<file path="src/design/ssi_pkg.sv">
package ssi_pkg;

    localparam int CAPACITY = 256;
    localparam int IDX_W    = (CAPACITY > 1) ? $clog2(CAPACITY) : 1;
    localparam int CNT_W    = $clog2(CAPACITY + 1);
    localparam int KEY_W    = 32;
    localparam int PRICE_W  = 32;
    localparam int INDEX_W  = 8;
    localparam int STATUS_W = 2;
    localparam int S_DATA_W = KEY_W + PRICE_W;
    localparam int M_DATA_W = INDEX_W;

    typedef enum logic {
        OP_LOOKUP = 1'b0,
        OP_INSERT = 1'b1
    } t_op;

    typedef enum logic [STATUS_W-1:0] {
        ST_OK        = 2'd0,
        ST_NOT_FOUND = 2'd1,
        ST_FULL      = 2'd2
    } t_status;

    typedef enum logic [1:0] {
        S_IDLE,
        S_CMP,
        S_SRCH,
        S_DONE
    } t_state;

    typedef struct packed {
        logic cmp_en;
        logic shift_en;
    } t_cell_ctl;

    typedef struct packed {
        logic signed [KEY_W-1:0] key;
        logic [PRICE_W-1:0]      price;
        logic                    below;
    } t_cell_link;

endpackage

</file>
<file path="src/design/ssi_cell.sv">
module ssi_cell (
    input  logic                              i_clk,
    input  ssi_pkg::t_cell_ctl                i_ctl,
    input  logic signed [ssi_pkg::KEY_W-1:0]  i_key,
    input  logic [ssi_pkg::PRICE_W-1:0]       i_price,
    input  logic                              i_live,
    input  ssi_pkg::t_cell_link               i_prev,
    output ssi_pkg::t_cell_link               o_link,
    output logic                              o_lt,
    output logic                              o_eq
);
    import ssi_pkg::*;

    logic signed [KEY_W-1:0] r_key;
    logic signed [KEY_W-1:0] n_key;
    logic [PRICE_W-1:0]      r_price;
    logic [PRICE_W-1:0]      n_price;
    logic                    r_lt;
    logic                    r_eq;
    logic                    w_below;

    assign w_below = r_lt && i_live;

    always_comb begin
        n_key   = r_key;
        n_price = r_price;
        if (i_ctl.shift_en && !w_below) begin
            if (i_prev.below) begin
                n_key   = i_key;
                n_price = i_price;
            end else begin
                n_key   = i_prev.key;
                n_price = i_prev.price;
            end
        end
    end

    always_ff @(posedge i_clk) begin
        r_key   <= n_key;
        r_price <= n_price;
        if (i_ctl.cmp_en) begin
            r_lt <= (r_key < i_key);
            r_eq <= (r_key == i_key);
        end
    end

    assign o_link = '{key: r_key, price: r_price, below: w_below};
    assign o_lt   = r_lt;
    assign o_eq   = r_eq;

endmodule

</file>
<file path="config.mk">
export PLATFORM = sky130hd
export DESIGN_NAME = ssi_cell
export DESIGN_NICKNAME = d
export VERILOG_FILES = /design/src/design/ssi_pkg.sv /design/src/design/ssi_cell.sv
export SDC_FILE = /design/constraint.sdc
export NUM_CORES = 1
export LEC_CHECK = 0
export BUFFER_PORTS_ARGS = -buffer_cell sky130_fd_sc_hd__buf_2
export CORE_UTILIZATION = 40
export DETAILED_ROUTE_END_ITERATION = 6
export GPL_ROUTABILITY_DRIVEN = 0
export PLACE_DENSITY = 0.78
export SLEW_MARGIN = 30
export SYNTH_ARGS = -nofsm -noshare
export SYNTH_HDL_FRONTEND = slang
export SYNTH_SLANG_ARGS = --single-unit
</file>
<file path="constraint.sdc">
create_clock -name i_clk -period 3.7 [get_ports i_clk]
set_input_delay 0.37 -clock i_clk [delete_from_list [all_inputs] [get_ports i_clk]]
set_output_delay 0.37 -clock i_clk [all_outputs]
set_load 0.02 [all_outputs]
</file>
==> flow_summary_export.csv, run 1 <==
group,metric,value,unit
status,status,"completed",
critical_path,crit_path_start_kind,"flip-flop",
critical_path,crit_chain,"ha_1 -> nand4_1 -> nor4_2 -> a21boi_2 -> o31a_1 -> o22ai_2",
critical_path,criticalPathCategory,"reg -> reg",
timing,relSlewSlack,37.47,%
floorplan,dieArea,9329,um^2
cells_and_area,antenna_cells,0,
timing,drv_slew,0,
cells_and_area,final_common_cell,"buf_2",
timing,skew,14.87,ps
synth,ys_ff_latch,66,
synth,avgSynthCellArea,14.14,um^2
timing,rsz0062_at_grt,"false",
synth,synth_cell_types,29,
timing,worst_slew_pin_slew,935.9,ps
floorplan,fp.dieH,96.59,um
routing,drc,0,
placed_design,dp.cells,554,
flow_run,max-cap-violations,0,
critical_path,worstSetupEndpointType,"flip-flop",
clock_tree,cts.clk_slew.worst_paths,80,ps
timing,finalCritPeriodShare,54.63,%
cells_and_area,fin_util,56.69,%
clock_tree,clockBufferDepth,2,
cells_and_area,regArea,1982,um^2
placed_design,placed_cell_area,4702,um^2
cells_and_area,final_cell_mix,"buf_2 (199), edfxtp_1 (66), mux2_2 (64)",
worst_hold_path,hp-class,"in -> reg",
timing,fmax,494.7,MHz
routing,dr.pass1.iters,4,
critical_path,worstPathRequired,3760,ps
timing,finalCriticalPeriod,2021,ps
routing,wl_per_cell,14.14,um
global_route,antenna_found_initial,0,
global_route,grt_util_all_layers,16.82,%
global_route,grt_pass1_wl,11540,um
critical_path,critPathTopFamily,"simple AND/OR/NAND/NOR gates",
cells_and_area,multi_input_area,1441,um^2
floorplan,start_util,41.23,%
cells_and_area,drive_above_1_share,61.90,%
global_route,gr-total-overflow,0,
cells_and_area,nets,622,
synth,syn_inst,253,
routing,drt_iter0_drc,57,
critical_path,critical_path.max_fanout,3,
synth,yosys_warnings,0,
global_route,grt_pass1_vias,2571,
timing,setup_tns,0,ps
pwr,power_per_cell_area,400.3,nW/um^2
timing,hold_viol,0,
cells_and_area,syn_to_final_growth,37.48,%
synth,ys_seq_area_share,55.38,%
routing,wl,8060,um
synth,synthesis.nets,418,
clock_tree,cts_tree,"yes",
floorplan,core,8678,um^2
clock_tree,clk_latency,330,ps
cells_and_area,final_cells,570,
cells_and_area,nFillCells,743,
critical_path,crit_arrival,2080,ps
routing,vias,2720,
floorplan,ioPinCount,200,
clock_tree,post_cts_resized,0,
placed_design,numPortBuffers,199,
pwr,power.leakage,2.306,nW
clock_tree,cts_hold_buffers,0,
routing,vias_per_cell,4.772,
routing,ant_nets,0,
clock_tree,htreeDepth,3,
floorplan,die_w,96.59,um
placed_design,dpl.hpwl,6320,um
clock_tree,clock_sinks,66,
critical_path,critPathBufInv,0,
clock_tree,postCtsSetupRepairBufs,0,
pwr,ir_drop,0.2389,mV
synth,synth_area,3578,um^2
clock_tree,cts_buffers,9,
cells_and_area,finalInstanceArea,4920,um^2
global_route,grt_max_degree,65,
critical_path,cpMaxStageDelayCell,"edfxtp_1",
timing,hold_slack,272.7,ps
clock_tree,root_buffer,"clkbuf_8",
timing,setup_viol,0,
floorplan,rows,34,
critical_path,worst_path_largest_cell_delay,400,ps
[where the power goes]
group          switching, mW  internal (mW)  total (mW)
clock network          0.287          0.382       0.669
registers             0.0205          0.894       0.915
logic                  0.208          0.178       0.386
total                  0.515           1.45        1.97
[kinds of logic after synthesis]
kind of cell,count (synthesis),share of synthesized area [%]
compound gates,25,4.720
fa+ha+maj,32,11.19
buf+inv,40,4.546
flops,66,55.38
mux,64,20.14
simple gates,26,4.021
[layout make-up]
class	instances	area share, %
sequential	66	40.28
multi-input combinational	147	29.30
timing repair buffer	201	20.80
tap	108	2.747
clock buffer	10	2.594
inverter	32	2.442
clock inverter	6	1.831
[cells in the mapped netlist (all sizes together)]
cell type | n | share of area [%]
edfxtp | 66 | 55
mux2 | 64 | 20
ha | 32 | 11
inv | 32 | 3.4
a21oi | 12 | 1.8
buf | 8 | 1.2
nand2 | 7 | 0.73
nand4 | 7 | 1.4
nor2 | 4 | 0.42
o21ai | 3 | 0.42
a21o | 2 | 0.42
nand3 | 2 | 0.28
nor2b | 2 | 0.35
nor4 | 2 | 0.52
a211oi | 1 | 0.21
a21boi | 1 | 0.31
a221o | 1 | 0.28
a221oi | 1 | 0.24
and2 | 1 | 0.17
nor3 | 1 | 0.14
o2111ai | 1 | 0.24
o211ai | 1 | 0.21
o22ai | 1 | 0.35
o31a | 1 | 0.24
[registers in the layout (all words and copies together), names as in the netlist]
signal   flops
r_price     32
o_lt         1
o_eq         1
r_key       32
[layer usage]
metal | routed length (um) | vias to the layer above | track usage [%]
li1 | - | 1354 | -
met1 | 3259 | 1238 | 19.29
met2 | 4103 | 121 | 29.58
met3 | 631 | 7 | 5.164
met4 | 65 | 0 | 5.882
met5 | 0 | - | 0
[per-stage QoR]
step / worst slack, ps / power (mW)
after floorplan: 901.2 / 1.162
after detailed placement: 1574 / 1.323
after CTS: 1657 / 1.998
after global routing: 1488 / 2.071
after global placement: 1671 / 1.308
final: 1679 / 1.970
[path summary, 6_finish.rpt]
path | start | slack (ps) | cells past startpoint | end
max | r_key[14] | 1680 | 6 | o_lt
min | i_ctl[1] | 270 | 1 | o_eq
max reg2reg | r_key[14] | 1680 | 6 | o_lt
min reg2reg | r_key[2] | 800 | 3 | o_eq
Note: power is estimated with default switching activity, not from simulation.
==> inputs of run 2 (changes only) <==
Settings changed: CORE_UTILIZATION 40 to 45, PLACE_DENSITY 0.78 to 0.83.
Clock period 3.7 ns to 2.1 ns, I/O delays scaled along.
==> run 2 against run 1 <==
Effect of this change:
- routed wire length grew 3.0%
- worst hold slack lost 160 ps
- fmax grew 2.7%
- largest cell class unchanged
==> flow_summary_export.csv, run 2 (synthesis gave the netlist of run 1 again) <==
group,metric,value,unit
routing,drc,0,
clock_tree,htreeDepth,3,
placed_design,numPortBuffers,199,
cells_and_area,fin_util,63.55,%
timing,hold_viol,0,
clock_tree,clock_sinks,66,
critical_path,worstSetupEndpointType,"flip-flop",
timing,drv_slew,0,
floorplan,fp.dieH,91.18,um
pwr,ir_drop,0.3866,mV
timing,setup_tns,0,ps
status,status,"completed",
routing,ant_nets,0,
worst_hold_path,hold_path_startpoint,"i_ctl[1]",
placed_design,placed_cell_area,4727,um^2
routing,vias,2759,
floorplan,dieArea,8313,um^2
timing,fmax,508.0,MHz
global_route,antenna_found_initial,0,
critical_path,rrSetupSlack,130,ps
cells_and_area,finalInstanceArea,4911,um^2
cells_and_area,nets,623,
cells_and_area,drive_above_1_share,62.20,%
timing,rsz0062_at_grt,"false",
global_route,grt_max_degree,65,
global_route,grt_pass1_wl,13140,um
clock_tree,cts_buffers,9,
timing,finalCritPeriodShare,93.73,%
global_route,gr-total-overflow,0,
floorplan,ioPinCount,200,
critical_path,startpoint,"r_key[14]",
timing,setup_viol,0,
timing,finalCriticalPeriod,1968,ps
cells_and_area,syn_to_final_growth,37.24,%
routing,wl,8304,um
clock_tree,root_buffer,"clkbuf_8",
floorplan,core,7727,um^2
worst_hold_path,hold_end,"o_eq",
timing,relSlewSlack,68.55,%
critical_path,criticalPathCategory,"reg -> reg",
cells_and_area,reg_top3,"r_key x32, r_price x32",
critical_path,critical_path.max_fanout,3,
floorplan,start_util,46.31,%
routing,dr.pass1.iters,4,
critical_path,reg2reg_from,"r_key[14]",
cells_and_area,final_cell_mix,"buf_2 (199), edfxtp_1 (66), mux2_2 (64)",
routing,drt_iter0_drc,106,
flow_run,max-cap-violations,0,
pwr,power_per_cell_area,660.7,nW/um^2
critical_path,reg2reg_depth,6,
critical_path,crit_path_start_kind,"flip-flop",
worst_hold_path,hp-class,"in -> reg",
cells_and_area,antenna_cells,0,
critical_path,worstPathRequired,2170,ps
routing,wl_per_cell,14.70,um
timing,worst_slew_pin_slew,471.7,ps
worst_hold_path,hold_depth,1,
global_route,grt_util_all_layers,20.71,%
clock_tree,cts_tree,"yes",
critical_path,crit_arrival,2040,ps
floorplan,die_w,91.18,um
pwr,power.leakage,2.304,nW
global_route,grt_pass1_vias,2920,
floorplan,rows,32,
critical_path,rr_endpoint,"o_lt",
timing,skew,11.93,ps
placed_design,dpl.hpwl,6629,um
routing,vias_per_cell,4.883,
cells_and_area,final_common_cell,"buf_2",
clock_tree,clockBufferDepth,2,
clock_tree,clk_latency,340,ps
clock_tree,cts_hold_buffers,0,
clock_tree,cts.clk_slew.worst_paths,70,ps
[run 2: what timing repair did]
item,in CTS,in global routing
hold endpoints to repair,0,0
resized for setup,0,2
setup buffers,0,0
setup endpoints to repair,0,1
[run 2: report_power, final]
group	internal (mW)	total (mW)	switching, mW
registers	1.58	1.61	0.0329
clock network	0.423	0.933	0.510
logic	0.321	0.703	0.382
total	2.32	3.24	0.925
[run 2: area by class of cell]
class	instances	area (um^2)
repair buffers	202	1056
clock inverters	7	45.04
well taps	102	127.6
clock buffers	9	123.9
inverters	32	120.1
fillers	604	2816
flip-flops and latches	66	1982
multi-input cells	147	1456
[run 2: routing by layer]
layer  global-route usage [%]  wire length [um]
met3                    4.774               532
met2                    38.38              4396
met1                    22.07              3168
met4                    9.788               206
met5                        0                 0
[run 2: worst max-delay path by stage]
| stage | end | slack (ps) | cells after the start |
|---|---|---|---|
| 6_report | o_lt | 130 | 6 |
| 5_1_grt | o_lt | 9 | 6 |
| 4_1_cts | o_lt | 30 | 6 |
| 3_5_place_dp | o_lt | 40 | 6 |
| 3_3_place_gp | o_lt | 160 | 6 |
| 2_1_floorplan | r_key[0] | 9 | 2 |
[run 2: per-stage QoR]
step,worst slack (ps),cells,hold slack [ps],power [mW]
floorplan,9.362,253,322.5,2.047
global placement,159.4,549,448.0,2.314
detailed placement,41.85,549,448.2,2.343
CTS,26.22,565,92.65,3.270
global route,9.167,565,99.94,3.384
finish,131.6,565,110.7,3.245
[run 2: worst max-delay path: stages, from the launching register on]
cell and delay, ps:
edfxtp_1 400, ha_1 350, nand4_1 210, nor4_4 350, a21boi_2 200, o31a_1 150, o22ai_2 60
