**config.mk**
```make
export PLATFORM = sky130hd
export DESIGN_NAME = ssi_ctrl
export DESIGN_NICKNAME = d
export VERILOG_FILES = /design/src/design/ssi_pkg.sv /design/src/design/ssi_ctrl.sv
export SDC_FILE = /design/constraint.sdc
export NUM_CORES = 1
export LEC_CHECK = 0
export BUFFER_PORTS_ARGS = -buffer_cell sky130_fd_sc_hd__buf_4
export CORE_AREA = 2 2 262 264
export DETAILED_ROUTE_END_ITERATION = 16
export DIE_AREA = 0 0 264 266
export PLACE_DENSITY = 0.32
export SKIP_LAST_GASP = 1
export SYNTH_ARGS = -nofsm -noshare
export SYNTH_HDL_FRONTEND = slang
export SYNTH_SLANG_ARGS = --single-unit
```
**constraint.sdc**
```tcl
create_clock -name i_clk -period 13.4 [get_ports i_clk]
set_clock_uncertainty 0.2 [all_clocks]
set_input_delay 0.67 -clock i_clk [delete_from_list [all_inputs] [get_ports i_clk]]
set_output_delay 0.67 -clock i_clk [all_outputs]
set_load 0.01 [all_outputs]
```
**src/design/ssi_pkg.sv**
```systemverilog
package ssi_pkg;

    localparam int CAPACITY = 256;
    localparam int IDX_W    = (CAPACITY > 1) ? $clog2(CAPACITY) : 1;
    localparam int CNT_W    = $clog2(CAPACITY + 1);
    localparam int KEY_W    = 32;
    localparam int PRICE_W  = 32;
    localparam int INDEX_W  = 8;
    localparam int STATUS_W = 2;
    localparam int S_DATA_W = KEY_W + PRICE_W;
    localparam int M_DATA_W = INDEX_W;

    typedef enum logic {
        OP_LOOKUP = 1'b0,
        OP_INSERT = 1'b1
    } t_op;

    typedef enum logic [STATUS_W-1:0] {
        ST_OK        = 2'd0,
        ST_NOT_FOUND = 2'd1,
        ST_FULL      = 2'd2
    } t_status;

    typedef enum logic [1:0] {
        S_IDLE,
        S_CMP,
        S_SRCH,
        S_DONE
    } t_state;

    typedef struct packed {
        logic cmp_en;
        logic shift_en;
    } t_cell_ctl;

    typedef struct packed {
        logic signed [KEY_W-1:0] key;
        logic [PRICE_W-1:0]      price;
        logic                    below;
    } t_cell_link;

endpackage

```
**src/design/ssi_ctrl.sv**
```systemverilog
module ssi_ctrl (
    input  logic                               i_clk,
    input  logic                               i_rst_n,
    input  logic                               s_axis_tvalid,
    output logic                               s_axis_tready,
    input  logic [ssi_pkg::S_DATA_W-1:0]       s_axis_tdata,
    input  logic                               s_axis_tuser,
    output logic                               m_axis_tvalid,
    input  logic                               m_axis_tready,
    output logic [ssi_pkg::M_DATA_W-1:0]       m_axis_tdata,
    output logic [ssi_pkg::STATUS_W-1:0]       m_axis_tuser,
    output ssi_pkg::t_cell_ctl                 o_ctl,
    output logic signed [ssi_pkg::KEY_W-1:0]   o_key,
    output logic [ssi_pkg::PRICE_W-1:0]        o_price,
    output logic [ssi_pkg::CNT_W-1:0]          o_fill,
    input  logic [ssi_pkg::CAPACITY-1:0]       i_lt,
    input  logic [ssi_pkg::CAPACITY-1:0]       i_eq
);
    import ssi_pkg::*;

    t_state                  r_state;
    t_state                  n_state;
    t_op                     r_op;
    logic signed [KEY_W-1:0] r_key;
    logic [PRICE_W-1:0]      r_price;
    logic [CNT_W-1:0]        r_fill;
    logic [CNT_W-1:0]        n_fill;
    logic [CNT_W-1:0]        r_lo;
    logic [CNT_W-1:0]        n_lo;
    logic [CNT_W-1:0]        r_he;
    logic [CNT_W-1:0]        n_he;
    t_status                 r_res_status;
    t_status                 n_res_status;
    logic [INDEX_W-1:0]      r_res_index;
    logic [INDEX_W-1:0]      n_res_index;
    logic                    r_out_valid;
    t_status                 r_out_status;
    logic [INDEX_W-1:0]      r_out_index;
    logic [CNT_W:0]          w_sum;
    logic [CNT_W-1:0]        w_mid;
    logic [IDX_W-1:0]        w_mid_idx;
    logic                    w_accept;
    logic                    w_load;

    assign w_accept  = s_axis_tvalid && s_axis_tready;
    assign w_sum     = {1'b0, r_lo} + {1'b0, r_he} - {{CNT_W{1'b0}}, 1'b1};
    assign w_mid     = w_sum[CNT_W:1];
    assign w_mid_idx = w_mid[IDX_W-1:0];

    always_comb begin
        n_state      = r_state;
        n_fill       = r_fill;
        n_lo         = r_lo;
        n_he         = r_he;
        n_res_status = r_res_status;
        n_res_index  = r_res_index;
        o_ctl        = '{cmp_en: 1'b0, shift_en: 1'b0};
        w_load       = 1'b0;
        case (r_state)
            S_IDLE: begin
                if (w_accept) begin
                    n_state = S_CMP;
                end
            end
            S_CMP: begin
                o_ctl.cmp_en = 1'b1;
                n_lo         = '0;
                n_he         = r_fill;
                if (r_op == OP_INSERT && r_fill == CNT_W'(CAPACITY)) begin
                    n_res_status = ST_FULL;
                    n_res_index  = '0;
                    n_state      = S_DONE;
                end else begin
                    n_state = S_SRCH;
                end
            end
            S_SRCH: begin
                if (r_lo >= r_he) begin
                    n_state = S_DONE;
                    if (r_op == OP_INSERT) begin
                        o_ctl.shift_en = 1'b1;
                        n_fill         = r_fill + 1'b1;
                        n_res_status   = ST_OK;
                        n_res_index    = INDEX_W'(r_lo);
                    end else begin
                        n_res_status = ST_NOT_FOUND;
                        n_res_index  = '0;
                    end
                end else if (r_op == OP_LOOKUP && i_eq[w_mid_idx]) begin
                    n_res_status = ST_OK;
                    n_res_index  = INDEX_W'(w_mid);
                    n_state      = S_DONE;
                end else if (i_lt[w_mid_idx]) begin
                    n_lo = w_mid + 1'b1;
                end else begin
                    n_he = w_mid;
                end
            end
            S_DONE: begin
                if (!r_out_valid || m_axis_tready) begin
                    w_load  = 1'b1;
                    n_state = S_IDLE;
                end
            end
            default: begin
                n_state = S_IDLE;
            end
        endcase
    end

    always_ff @(posedge i_clk) begin
        if (!i_rst_n) begin
            r_state     <= S_IDLE;
            r_fill      <= '0;
            r_out_valid <= 1'b0;
        end else begin
            r_state <= n_state;
            r_fill  <= n_fill;
            if (w_load) begin
                r_out_valid <= 1'b1;
            end else if (m_axis_tready) begin
                r_out_valid <= 1'b0;
            end
        end
    end

    always_ff @(posedge i_clk) begin
        if (w_accept) begin
            r_op    <= t_op'(s_axis_tuser);
            r_key   <= s_axis_tdata[KEY_W-1:0];
            r_price <= s_axis_tdata[S_DATA_W-1:KEY_W];
        end
        r_lo         <= n_lo;
        r_he         <= n_he;
        r_res_status <= n_res_status;
        r_res_index  <= n_res_index;
        if (w_load) begin
            r_out_status <= r_res_status;
            r_out_index  <= r_res_index;
        end
    end

    assign s_axis_tready = (r_state == S_IDLE);
    assign m_axis_tvalid = r_out_valid;
    assign m_axis_tdata  = r_out_index;
    assign m_axis_tuser  = r_out_status;
    assign o_key         = r_key;
    assign o_price       = r_price;
    assign o_fill        = r_fill;

endmodule

```
==> flow_metrics.py <==
metrics = {
    "run_status": {
        "status": "completed",
    },
    "synthesis": {
        "async_flop_share": 0,
        "ys_seq_elements": 115,
        "synth_cell_types": 60,
        "postSynthCellCount": 762,
        "ys_seq_area_frac": 0.354,
        "yosysWarnings": 0,
        "synth_area_per_cell_um2": 12.4,
        "synth_nets": 1377,
        "ys.flop_type": "edfxtp_1",
        "synth_area_um2": 9430,
        "synth_edf_count": 103,
    },
    "floorplanning": {
        "num_rows": 96,
        "io_pins": 668,
        "start_util": 0.139,
        "core_um2": 67700,
        "die_y_um": 266,
        "fp.dieArea_um2": 70200,
        "die_x_um": 264,
    },
    "timing": {
        "rsz0062_at_grt": "no",
        "worst_pin_slew_ns": 1.17,
        "hold_viol": 0,
        "fin_crit_sh": 0.496,
        "finalMaxSlewViolations": 0,
        "tns_ns": 0,
        "fmaxAchievable_mhz": 151,
        "fin_crit_ns": 6.64,
        "setup_viol": 0,
        "worst_slew_margin_rel": 0.203,
    },
    "worst_setup_path": {
        "startpoint": "r_lo[1]",
        "endpoint_kind": "flip-flop",
        "cp_max_fo": 47,
        "crit_slowest_cell": "buf_4",
        "worstPathCellList": "inv_1 > ha_1 > inv_1 > ha_4 > buf_4 > buf_4 > buf_4 > mux4_2 > nand2_1 > and3_1 > a211oi_1 > o31a_1 > mux2_2 > mux2_2 > o21ai_1",
        "worstPathArrival_ns": 6.48,
        "cp_top_family": "buffers and inverters",
        "crit_type": "reg2reg",
        "critPathMostFrequentCell": "buf_4",
        "r2r_end": "r_he[6]",
        "cp_num_buf_inv": 5,
        "r2r_cells": 15,
        "required_ns": 13.23,
        "crit_end": "r_he[6]",
        "worst_path_largest_cell_delay_ns": 0.80,
        "path_depth": 15,
        "cp-start-kind": "flip-flop",
        "r2r_start": "r_lo[1]",
        "r2r_slack_ns": 6.76,
    },
    "grt": {
        "antenna_found_initial": 4,
        "grt_max_degree": 66,
        "grt.overflow.total": 0,
        "busiest_layer": "met2",
        "track_usage": 0.152,
        "grt.met1_usage": 0.160,
        "use_met3": 0.0445,
        "grt_pass1_wl_um": 76700,
        "gr-usage-met2": 0.287,
        "grt_pass1_vias": 10800,
    },
    "clock_tree": {
        "cts-resized-gates": 0,
        "cts_tree": "yes",
        "post_cts_buffers": 0,
        "ctsLongestPathBuffers": 2,
        "clk_latency_ns": 0.42,
        "cts.sinks": 115,
        "ctsHoldBuffers": 0,
        "htreeDepth": 4,
        "cts-buffers-inserted": 17,
        "root_buffer": "clkbuf_16",
        "worst_setup_hold_path_clk_slew_ns": 0.06,
    },
    "min_path": {
        "min_path_type": "reg2reg",
        "min_from": "r_res_index[6]",
    },
    "routing": {
        "dr.pass1.iters": 4,
        "ant_nets": 0,
        "first_iter_violations": 437,
        "routed_wl_um": 55300,
        "vias": 9522,
        "drc": 0,
        "viasPerCell": 4.13,
        "wl_per_cell_um": 24.0,
    },
    "place": {
        "place.gp.congestion": 0.898,
        "place_hpwl_um": 46800,
        "port_buffers": 667,
    },
    "cells_and_area": {
        "layout-drive-gt1-share": 0.618,
        "area_growth_syn_to_layout_pct": 70.3,
        "multi_input_area_um2": 5700,
        "fillers": 7421,
        "layout.area.seq_um2": 3330,
        "nets": 2022,
    },
    "run": {
        "max-cap-violations": 0,
    },
}
[worst register-to-register path, stage by stage, from the launching register on]
cell and delay, ns:
edfxtp_1 0.37, inv_1 0.06, ha_1 0.29, inv_1 0.06, ha_4 0.36, buf_4 0.64
buf_4 0.86, buf_4 0.77, mux4_2 0.67, nand2_1 0.07, and3_1 0.19, a211oi_1 0.07
o31a_1 0.32, mux2_2 0.28, mux2_2 0.26, o21ai_1 0.78
[final cells by class]
class,instances,share of cell area
Multi-Input combinational cell,541,0.355
Timing Repair Buffer,686,0.321
Sequential cell,115,0.208
Tap cell,882,0.0687
Clock buffer,17,0.0265
Inverter,46,0.0108
Clock inverter,15,0.0104
Antenna cell,4,0.000623
[metrics by stage]
step / instances / worst slack (ns) / hold WS [ns] / cell area, um^2 / util
finish: 2306 / 6.76 / 0.218 / 16100 / 0.237
global route: 2306 / 6.13 / 0.199 / 16100 / 0.237
global placement: 2269 / 5.91 / 0.210 / 15400 / 0.228
floorplan: 762 / 8.43 / 0.200 / 9430 / -
detailed placement: 2270 / 6.58 / 0.209 / 15500 / 0.228
CTS: 2302 / 6.56 / 0.194 / 16000 / 0.237
[synthesized netlist by cell type, types with 4 or more instances]
library cell	instances	share of area
and2_1	15	0.010
nand3_1	16	0.0085
buf_2	13	0.0069
o211ai_1	5	0.0040
o31a_1	4	0.0037
nand2_1	103	0.041
mux2i_1	14	0.015
nor3_1	8	0.0042
nand4_1	4	0.0027
buf_1	4	0.0016
or3_1	6	0.0040
clkbuf_1	26	0.010
o21ai_0	17	0.0090
mux4_2	129	0.31
a311oi_1	11	0.010
dfxtp_1	12	0.025
a211oi_1	9	0.0072
xnor2_1	11	0.010
buf_6	6	0.0072
edfxtp_1	103	0.33
mux2_2	10	0.012
inv_1	46	0.018
buf_4	10	0.0080
nor2_1	42	0.017
a2111oi_0	10	0.0093
and3_1	9	0.0060
ha_1	33	0.044
a21o_1	5	0.0040
a311o_1	6	0.0064
a21oi_1	24	0.013
nand2b_1	4	0.0027
[sequential cells by signal, indices dropped and copies added, names as in the netlist]
signal	count
m_axis_tdata	8
m_axis_tuser	2
m_axis_tvalid	1
o_fill	9
o_key	32
o_price	32
r_he	9
r_lo	9
r_op	1
r_res_index	8
r_res_status	2
r_state	2
[worst min-delay path by stage]
stage | to | slack [ns] | cells after the start
after floorplan | m_axis_tdata[0] | 0.20 | 0
after global placement | m_axis_tdata[4] | 0.21 | 0
after detailed placement | m_axis_tdata[6] | 0.21 | 0
after CTS | o_key[5] | 0.19 | 1
after global routing | o_key[5] | 0.20 | 1
final | m_axis_tdata[6] | 0.22 | 0
[cells by family (layout without fill, tap and decap cells)]
logic type / Yosys count / after routing / share of synthesized area
AND/OR/NAND/NOR: 224 / 224 / 0.109
multiplexers: 153 / 153 / 0.335
AO/OA/AOI/OAI: 116 / 116 / 0.0911
flip-flops: 115 / 115 / 0.354
buffers and inverters: 106 / 764 / 0.0528
adder cells (fa/ha/maj): 34 / 34 / 0.0459
XOR/XNOR: 14 / 14 / 0.0130
other: 0 / 4 / 0
[metal layers]
| metal | vias to the layer above | share of wire |
|---|---|---|
| met5 | - | 0 |
| met1 | 4732 | 0.37 |
| met2 | 410 | 0.54 |
| met4 | 0 | 0.027 |
| met3 | 58 | 0.072 |
| li1 | 4322 | - |
[placed cells by master, fill, tap and decap left out, types with 5 or more instances in the layout]
cell type   count
mux2i_1        14
o21ai_0        17
mux2_2         10
dfxtp_1        12
or3_1           6
a211oi_1        7
nand3_1        16
clkinvlp_4      5
xnor2_1        10
nor2_1         40
buf_4         685
and3_1          9
edfxtp_1      103
a21oi_1        24
ha_1           32
o211ai_1        5
nor3_1          7
inv_1          46
a311o_1         6
a21o_1          5
mux4_2        129
clkbuf_16      17
and2_1         14
a311oi_1       11
a2111oi_0       8
nand2_1       102
Power is left out: the tool's default activity adds up to more than one toggle a clock period on the data nets, which glitch-free logic cannot reach.
